==> src/sv/mbps_pkg.sv <==
package mbps_pkg;

  // Default window depth; the top level hands it down as MAX_PATTERN_BYTES
  localparam int MaxPatternBytesDef = 16;

  // Fixed by the register layout: two 64-bit pattern words, 16 care bits
  localparam int PatBytes    = 16;
  localparam int PatW        = 8 * PatBytes;
  localparam int LenW        = 5;
  localparam int CountW      = 32;
  localparam int ApbAddrW    = 5;
  localparam int ApbDataW    = 64;

  // Register indexes, byte address = 8 * index
  typedef enum logic [1:0] {
    REG_PATTERN_LOW    = 2'd0,
    REG_PATTERN_HIGH   = 2'd1,
    REG_CARE_MASK      = 2'd2,
    REG_PATTERN_LENGTH = 2'd3
  } reg_idx_t;

  // Configuration seen by the scan datapath
  typedef struct packed {
    logic [PatW-1:0]     pattern;        // byte j in bits 8j+7..8j
    logic [PatBytes-1:0] care_mask;
    logic [LenW-1:0]     pattern_length;
  } cfg_t;

  // One result transaction
  typedef struct packed {
    logic              found;
    logic [CountW-1:0] match_offset;
  } res_t;

endpackage

==> src/sv/masked_byte_pattern_scanner_unit.sv <==
// Channel  Handshake                      Payload
// -------  -----------------------------  ------------------------------
// input    in_valid / in_ready            data_byte, end_of_buffer
// output   out_valid / out_ready          found, match_offset
// config   APB psel/penable/pwrite/pready paddr, pwdata, prdata (64 bit)
//
// One byte per cycle sustained while the result buffer has space. The input
// register loads on the byte's transaction edge, and the compare result is
// then registered into the output register, or into the skid entry while the
// output is held; a full skid entry holds the input register.
// The compare over all window positions is one level of byte comparators
// plus an AND tree; no loop runs over cycles.
// Reset (rst, synchronous) clears the valid flags, the byte count and the
// reported flag; no clearing pass is needed.
// A stalled output fills one skid entry, after which in_ready drops.
module masked_byte_pattern_scanner_unit #(
  parameter int MAX_PATTERN_BYTES = mbps_pkg::MaxPatternBytesDef
) (
  input  logic                           clk,
  input  logic                           rst,
  input  logic                           in_valid,
  output logic                           in_ready,
  input  logic [7:0]                     data_byte,
  input  logic                           end_of_buffer,
  output logic                           out_valid,
  input  logic                           out_ready,
  output logic                           found,
  output logic [31:0]                    match_offset,
  input  logic                           psel,
  input  logic                           penable,
  input  logic                           pwrite,
  input  logic [mbps_pkg::ApbAddrW-1:0]  paddr,
  input  logic [mbps_pkg::ApbDataW-1:0]  pwdata,
  output logic [mbps_pkg::ApbDataW-1:0]  prdata,
  output logic                           pready
);
  import mbps_pkg::*;

  cfg_t cfg;
  res_t res;
  res_t out_data;
  logic res_push;
  logic res_space;

  // Configuration registers
  mbps_cfg u_cfg (
    .clk     (clk),
    .rst     (rst),
    .psel    (psel),
    .penable (penable),
    .pwrite  (pwrite),
    .paddr   (paddr),
    .pwdata  (pwdata),
    .prdata  (prdata),
    .pready  (pready),
    .cfg     (cfg)
  );

  // Window, byte count and compare
  mbps_core #(
    .MAX_PATTERN_BYTES (MAX_PATTERN_BYTES)
  ) u_core (
    .clk           (clk),
    .rst           (rst),
    .cfg           (cfg),
    .in_valid      (in_valid),
    .in_ready      (in_ready),
    .data_byte     (data_byte),
    .end_of_buffer (end_of_buffer),
    .res_space     (res_space),
    .res_push      (res_push),
    .res           (res)
  );

  // Result register with skid entry
  mbps_outbuf u_outbuf (
    .clk       (clk),
    .rst       (rst),
    .push      (res_push),
    .push_data (res),
    .space     (res_space),
    .out_valid (out_valid),
    .out_ready (out_ready),
    .out_data  (out_data)
  );

  assign found        = out_data.found;
  assign match_offset = out_data.match_offset;

endmodule

==> src/sv/mbps_cfg.sv <==
module mbps_cfg (
  input  logic                           clk,
  input  logic                           rst,
  input  logic                           psel,
  input  logic                           penable,
  input  logic                           pwrite,
  input  logic [mbps_pkg::ApbAddrW-1:0]  paddr,
  input  logic [mbps_pkg::ApbDataW-1:0]  pwdata,
  output logic [mbps_pkg::ApbDataW-1:0]  prdata,
  output logic                           pready,
  output mbps_pkg::cfg_t                 cfg
);
  import mbps_pkg::*;

  logic [63:0]         pattern_low;
  logic [63:0]         pattern_high;
  logic [PatBytes-1:0] care_mask;
  logic [LenW-1:0]     pattern_length;
  logic                wr_en;
  reg_idx_t            idx;

  assign pready = 1'b1;
  assign wr_en  = psel & penable & pwrite & pready;
  assign idx    = reg_idx_t'(paddr[4:3]);

  // Register writes on the APB access phase
  always_ff @(posedge clk) begin
    if (rst) begin
      pattern_low    <= '0;
      pattern_high   <= '0;
      care_mask      <= '0;
      pattern_length <= '0;
    end else if (wr_en) begin
      case (idx)
        REG_PATTERN_LOW:    pattern_low    <= pwdata;
        REG_PATTERN_HIGH:   pattern_high   <= pwdata;
        REG_CARE_MASK:      care_mask      <= pwdata[PatBytes-1:0];
        REG_PATTERN_LENGTH: pattern_length <= pwdata[LenW-1:0];
        default: ;
      endcase
    end
  end

  // Read mux
  always_comb begin
    case (idx)
      REG_PATTERN_LOW:    prdata = pattern_low;
      REG_PATTERN_HIGH:   prdata = pattern_high;
      REG_CARE_MASK:      prdata = {{(ApbDataW-PatBytes){1'b0}}, care_mask};
      REG_PATTERN_LENGTH: prdata = {{(ApbDataW-LenW){1'b0}}, pattern_length};
      default:            prdata = '0;
    endcase
  end

  assign cfg.pattern        = {pattern_high, pattern_low};
  assign cfg.care_mask      = care_mask;
  assign cfg.pattern_length = pattern_length;

endmodule

==> src/sv/mbps_core.sv <==
module mbps_core #(
  parameter int MAX_PATTERN_BYTES = mbps_pkg::MaxPatternBytesDef
) (
  input  logic           clk,
  input  logic           rst,
  input  mbps_pkg::cfg_t cfg,
  input  logic           in_valid,
  output logic           in_ready,
  input  logic [7:0]     data_byte,
  input  logic           end_of_buffer,
  input  logic           res_space,
  output logic           res_push,
  output mbps_pkg::res_t res
);
  import mbps_pkg::*;

  localparam int IdxW = (MAX_PATTERN_BYTES > 1) ? $clog2(MAX_PATTERN_BYTES) : 1;

  // Input register
  logic              s1_valid;
  logic [7:0]        s1_byte;
  logic              s1_last;
  logic              s1_adv;

  // Scan state
  logic [7:0]        window [MAX_PATTERN_BYTES];
  logic [CountW-1:0] count;
  logic              reported;

  logic [7:0]        win_new [MAX_PATTERN_BYTES];
  logic [CountW-1:0] count_next;
  logic [LenW-1:0]   len;
  logic              len_ok;
  logic              pos_ok;
  logic              hit;
  logic [LenW-1:0]   idx;
  logic [7:0]        sel;

  assign s1_adv   = s1_valid & res_space;
  assign in_ready = ~s1_valid | res_space;

  // Input register: one byte per cycle while the result buffer has space
  always_ff @(posedge clk) begin
    if (rst) begin
      s1_valid <= 1'b0;
    end else if (in_valid && in_ready) begin
      s1_valid <= 1'b1;
    end else if (s1_adv) begin
      s1_valid <= 1'b0;
    end
  end

  always_ff @(posedge clk) begin
    if (in_valid && in_ready) begin
      s1_byte <= data_byte;
      s1_last <= end_of_buffer;
    end
  end

  // Window after this byte shifts in; entry 0 is newest
  always_comb begin
    win_new[0] = s1_byte;
    for (int k = 1; k < MAX_PATTERN_BYTES; k++) begin
      win_new[k] = window[k-1];
    end
  end

  assign count_next = (count == '1) ? count : count + CountW'(1);
  assign len        = cfg.pattern_length;
  assign len_ok     = (len != '0) && (len <= LenW'(MAX_PATTERN_BYTES));

  // Per-position masked compare; pattern byte j meets window entry len-1-j
  always_comb begin
    pos_ok = 1'b1;
    idx    = '0;
    sel    = '0;
    for (int j = 0; j < MAX_PATTERN_BYTES; j++) begin
      if (LenW'(j) < len) begin
        idx = len - LenW'(j) - LenW'(1);
        sel = (idx < LenW'(MAX_PATTERN_BYTES)) ? win_new[idx[IdxW-1:0]] : 8'h00;
        if (cfg.care_mask[j] && (sel != cfg.pattern[8*j +: 8])) begin
          pos_ok = 1'b0;
        end
      end
    end
  end

  assign hit = len_ok && (count_next >= CountW'(len)) && pos_ok;

  // One result per buffer: first match, or a miss on the last byte
  assign res_push         = s1_adv & ~reported & (hit | s1_last);
  assign res.found        = hit;
  assign res.match_offset = hit ? (count_next - CountW'(len)) : '0;

  // Scan state update; the window needs no clear since only filled entries are compared
  always_ff @(posedge clk) begin
    if (rst) begin
      count    <= '0;
      reported <= 1'b0;
    end else if (s1_adv) begin
      if (s1_last) begin
        count    <= '0;
        reported <= 1'b0;
      end else begin
        count <= count_next;
        if (hit) begin
          reported <= 1'b1;
        end
      end
    end
  end

  always_ff @(posedge clk) begin
    if (s1_adv) begin
      for (int k = 0; k < MAX_PATTERN_BYTES; k++) begin
        window[k] <= win_new[k];
      end
    end
  end

  // A miss is only reported at buffer end
  a_miss_on_last: assert property (@(posedge clk) disable iff (rst)
    (res_push && !res.found) |-> s1_last)
    else $error("miss result away from buffer end");

  // Buffer end returns the scan state to idle
  a_end_clears: assert property (@(posedge clk) disable iff (rst)
    (s1_adv && s1_last) |=> (count == '0) && !reported)
    else $error("scan state not cleared after buffer end");

  // Nothing further is reported once a match of this buffer went out
  a_single_result: assert property (@(posedge clk) disable iff (rst)
    (res_push && res.found && !s1_last) |=> !res_push || $past(s1_last) ||
      (count == '0))
    else $error("second result within one buffer");

endmodule

==> src/sv/mbps_outbuf.sv <==
module mbps_outbuf (
  input  logic           clk,
  input  logic           rst,
  input  logic           push,
  input  mbps_pkg::res_t push_data,
  output logic           space,
  output logic           out_valid,
  input  logic           out_ready,
  output mbps_pkg::res_t out_data
);
  import mbps_pkg::*;

  logic main_take;
  logic skid_valid;
  res_t skid_data;

  assign space     = ~skid_valid;
  assign main_take = ~out_valid | out_ready;

  // Output register plus one skid entry
  always_ff @(posedge clk) begin
    if (rst) begin
      out_valid  <= 1'b0;
      skid_valid <= 1'b0;
    end else if (main_take) begin
      if (skid_valid) begin
        out_valid  <= 1'b1;
        skid_valid <= push;
      end else begin
        out_valid  <= push;
      end
    end else if (push) begin
      skid_valid <= 1'b1;
    end
  end

  always_ff @(posedge clk) begin
    if (main_take) begin
      if (skid_valid) begin
        out_data  <= skid_data;
        skid_data <= push_data;
      end else begin
        out_data  <= push_data;
      end
    end else if (push) begin
      skid_data <= push_data;
    end
  end

  // Never push into a full buffer
  a_no_overflow: assert property (@(posedge clk) disable iff (rst)
    push |-> !skid_valid)
    else $error("result pushed while buffer full");

  // Skid entry only holds data behind a waiting output
  a_skid_behind_out: assert property (@(posedge clk) disable iff (rst)
    skid_valid |-> out_valid)
    else $error("skid entry valid with empty output register");

endmodule

==> config.mk <==
export PLATFORM = sky130hd
export DESIGN_NAME = masked_byte_pattern_scanner_unit
export DESIGN_NICKNAME = d
export VERILOG_FILES = /design/src/sv/mbps_pkg.sv /design/src/sv/masked_byte_pattern_scanner_unit.sv /design/src/sv/mbps_cfg.sv /design/src/sv/mbps_core.sv /design/src/sv/mbps_outbuf.sv
export SDC_FILE = /design/constraint.sdc
export NUM_CORES = 1
export LEC_CHECK = 0
export BUFFER_PORTS_ARGS = -buffer_cell sky130_fd_sc_hd__buf_2
export CORE_UTILIZATION = 40
export DETAILED_ROUTE_END_ITERATION = 7
export GPL_TIMING_DRIVEN = 0
export PLACE_DENSITY = 0.62
export SYNTH_ARGS = -nofsm -noshare
export SYNTH_HDL_FRONTEND = slang
export SYNTH_SLANG_ARGS = --single-unit
==> constraint.sdc <==
create_clock -name clk -period 8.25 [get_ports clk]
set_input_delay 0.4125 -clock clk [delete_from_list [all_inputs] [get_ports clk]]
set_output_delay 0.4125 -clock clk [all_outputs]
set_load 0.005 [all_outputs]
==> results by group <==
Outcome
  • Outcome: finished, final reports clean

Clock tree
  • Clock root buffer: clkbuf_16
  • Clock transition at the registers of the reported paths: 0.06 ns
  • Clock sinks: 380
  • Skew-Pair Late Insertion Delay: 0.61 ns
  • H-tree depth: 2
  • Max Root-Sink Buffers: 3
  • CTS tree: done
  • CTS Buf Count: 44

Pwr
  • Comb power frac: 13.6%
  • Part of the power in registers: 44.2%
  • Pint: 3.40 mW
  • Sw Ratio: 28.9%
  • Total power: 4.79 mW
  • Lkg Pwr: 10.8 nW
  • Switching pwr: 1.38 mW
  • Pwr Density: 152 nW/um2
  • Clock power frac: 42.2%
  • Max IR drop VDD: 123 uV

Placement
  • Routability Congestion: 1.13
  • DPL Wire Length: 88800 um
  • I/O Buffers: 178
  • Placed insts: 3944
  • Setup WS pre-CTS: 0.0593 ns

Floorplan
  • Die ar.: 70600 um2
  • Row cnt: 96
  • Die width: 266 um
  • Chip height: 266 um
  • Ports: 185
  • Placeable Area: 68700 um2
  • Initial Utilization: 40.5%

Timing
  • Crit share post-route: 94.8%
  • Max-slew violation count: 0
  • Fmax: 128 MHz
  • Final setup vio count: 0
  • Clock skew: 0.0198 ns
  • Setup ws final: 0.429 ns
  • Max_slew headroom: 4.85%
  • RSZ-0062 raised after global routing: false
  • Hold Fails Final Rpt: 0
  • Worst-Margin Slew: 1.43 ns
  • Crit path time final: 7.82 ns

Setup path
  • R2R Path End: u_outbuf.skid_data[13]$_DFFE_PP_
  • Kind of critical path: reg -> reg
  • CP required: 8.56 ns
  • Startpoint types: register
  • Worst EP arrival: 8.13 ns
  • RR Startpoint: u_cfg.pattern_length[1]$_SDFFE_PP0P_
  • R2R setup slack: 0.43 ns
  • R2R cell count: 24
  • CP Capture Type: register
  • Max FO, Critical Path: 17

Yosys
  • Main synth FF type: edfxtp_1
  • Synthesized area: 27800 um2
  • Post-synth cell types: 85
  • Seq/Total Area, Yosys: 34.4%
  • Number of warnings issued by yosys: 0
  • Ys async rst share: 0%
  • Post-Synthesis Cells: 2832
  • Mean Syn Cell Area: 9.82 um2
  • Syn_nets: 2940
  • Number of flops mapped to enable cells by yosys: 195
  • FF+latch count, synth: 380

Route
  • TritonRoute pass-1 iters: 8
  • DR WL met2: 46300 um
  • DRC violations left: 0
  • Vias: 26100
  • Top routing layer used: met5
  • Final antenna-violating net count: 0
  • Wirelength per Cell: 28.3 um
  • Via/cell ratio: 6.46
  • DR iter-0 viols: 3598
  • WL final: 114000 um
  • Met3 WL post-DR: 14800 um
  • Metal-1 WL: 45700 um

Run
  • Max cap viols: 0

Layout
  • Net count, final: 3179
  • Reg area: 9560 um2
  • Filler instances: 6587
  • Area growth, synth to finish: 13.5%
  • Share of post-route cells with drive strength above 1: 19.9%
  • Multi-input logic area: 17100 um2
  • Fin cells: 4039

Global route
  • Vias in the first global route: 23600
  • Grt total ovfl: 0
  • First-pass GRT wire length: 164000 um
  • Largest net degree at the start of global routing: 72
  • Initial antenna violation count: 3
  • Total GRT Usage: 31.6%

Hold path
  • WHS Path Cells: 3
  • Worst hold start: pwdata[61]
  • Hold EP: u_cfg.pattern_high[61]$_SDFFE_PP0P_
  • Min-Delay Path Class: in -> reg
[worst max-delay path by stage]
| stage | from | endpoint | slack [ns] |
|---|---|---|---|
| after detailed placement | u_cfg.pattern_length[2]$_SDFFE_PP0P_ | u_outbuf.skid_data[12]$_DFFE_PP_ | 0.06 |
| after global placement | u_cfg.pattern_length[2]$_SDFFE_PP0P_ | u_outbuf.skid_data[17]$_DFFE_PP_ | -1.70 |
| after floorplan | u_cfg.pattern_length[1]$_SDFFE_PP0P_ | u_outbuf.skid_data[0]$_DFFE_PP_ | 1.42 |
| after CTS | u_cfg.pattern_length[2]$_SDFFE_PP0P_ | u_outbuf.skid_data[12]$_DFFE_PP_ | 0.05 |
| after global routing | u_cfg.pattern_length[1]$_SDFFE_PP0P_ | u_outbuf.skid_data[12]$_DFFE_PP_ | 0.31 |
| final | u_cfg.pattern_length[1]$_SDFFE_PP0P_ | u_outbuf.skid_data[13]$_DFFE_PP_ | 0.43 |
[synthesized netlist by cell type (14+ instances only)]
master    number  area share (%)
nand4_1       37            0.83
mux4_2       190              15
edfxtp_1     195              21
o31ai_1       18            0.49
o22ai_1       19            0.43
mux2i_1      230             8.3
nor4_1        14            0.31
o211ai_1      20            0.54
nand2_1      497             6.7
dfxtp_1      185              13
nor3_1        38            0.68
or3_1         14            0.31
xor2_1        62             2.0
o21ai_0       72             1.3
nor2_1       197             2.7
nand3_1       86             1.5
ha_1          22            0.99
xnor2_1       96             3.0
inv_1         27            0.36
o31ai_2       21            0.94
buf_4         25            0.67
a211oi_1      22            0.59
a22o_1        19            0.60
buf_2         44            0.79
nand2b_1      14            0.31
clkbuf_1     114             1.5
a22oi_1       57             1.5
o32ai_1       24            0.76
mux2_2        31             1.3
a31oi_1       15            0.34
a21oi_1      221             4.0
[flip-flops by register name, summed over array words and instances (netlist names), 5 cells and up]
name	count
u_cfg.pattern_low	64
u_outbuf.skid_data	33
u_cfg.pattern_high	64
u_core.count	32
u_outbuf.out_data	33
u_core.window	120
u_core.s1_byte	8
u_cfg.pattern_length	5
u_cfg.care_mask	16
[worst max-delay path, cell delays in order (launching register included)]
cell and delay, ns:
dfxtp_1 0.49, buf_2 0.28, buf_6 0.22, buf_6 0.22
buf_4 0.23, buf_4 0.25, buf_4 0.32, inv_1 0.23
ha_1 0.44, buf_2 0.30, buf_2 0.39, buf_2 0.37
mux4_2 0.56, a22o_1 0.19, nor2_1 0.57, nand2_1 0.10
a211oi_1 0.25, nor3_1 0.08, o41ai_1 0.61, nand4_1 0.15
and4b_1 0.41, nand3_4 0.17, buf_6 0.19, a21oi_4 0.26
buf_16 0.19
[cell families after synthesis]
group           share of synthesized area [%]
simple gates                             16.0
compound gates                           14.1
mux                                      24.9
flops                                    34.4
buf+inv                                  4.14
xor+xnor                                 5.42
fa+ha+maj                                1.06
other cells                            0.0135
[per-layer routing]
| layer | up-vias | track usage [%] |
|---|---|---|
| met1 | 12800 | 43.0 |
| met5 | - | 0.0693 |
| met4 | 2 | 17.8 |
| li1 | 11200 | - |
| met2 | 1804 | 44.3 |
| met3 | 329 | 9.53 |
[cells in the final DEF (no fill, tap or decap), drive strengths merged, types with 38 or more instances in the layout]
| master | netlist | layout |
|---|---|---|
| nand2 | 498 | 498 |
| buf | 95 | 278 |
| mux2i | 230 | 230 |
| a21oi | 221 | 221 |
| nor2 | 197 | 197 |
| edfxtp | 195 | 195 |
| mux4 | 190 | 190 |
| dfxtp | 185 | 185 |
| clkbuf | 114 | 170 |
| xnor2 | 100 | 100 |
| nand3 | 87 | 87 |
| o21ai | 74 | 74 |
| xor2 | 65 | 65 |
| a22oi | 57 | 57 |
| nor3 | 39 | 39 |
| o31ai | 39 | 39 |
| nand4 | 38 | 38 |
[power groups by stage]
stage	clock, mW	sequential (mW)	combinational (mW)
floorplan	0	2.11	0.388
global placement	0	2.15	0.613
detailed placement	0	2.15	0.621
CTS	2.05	2.11	0.626
global route	2.11	2.11	0.676
finish	2.02	2.11	0.650
[what timing repair did]
action                                  CTS  global route
endpoints found under the setup margin    0            33
hold buffers                              9             0
setup buffers                             0             3
resized for setup                         0             3
hold endpoints to repair                  9             0
[cell type report]
cell class / count / area share, %
Timing Repair Buffer: 193 / 3.43
Clock inverter: 25 / 0.947
Clock buffer: 55 / 3.72
Sequential cell: 380 / 30.3
Buffer: 209 / 3.31
Inverter: 30 / 0.357
Multi-Input combinational cell: 2213 / 54.3
Antenna cell: 3 / 0.0238
Tap cell: 931 / 3.69
[per-stage QoR]
stage	util (%)	TNS [ns]	cell area, um2	hold slack (ns)
2_1_floorplan	-	0	27800	0.442
3_3_place_gp	43.5	-56.08	29900	0.480
3_5_place_dp	43.6	0	30000	0.486
4_1_cts	45.9	0	31500	0.0296
5_1_grt	46.0	0	31600	0.0451
6_report	46.0	0	31600	0.0614
(Power assumes the default switching activity.)
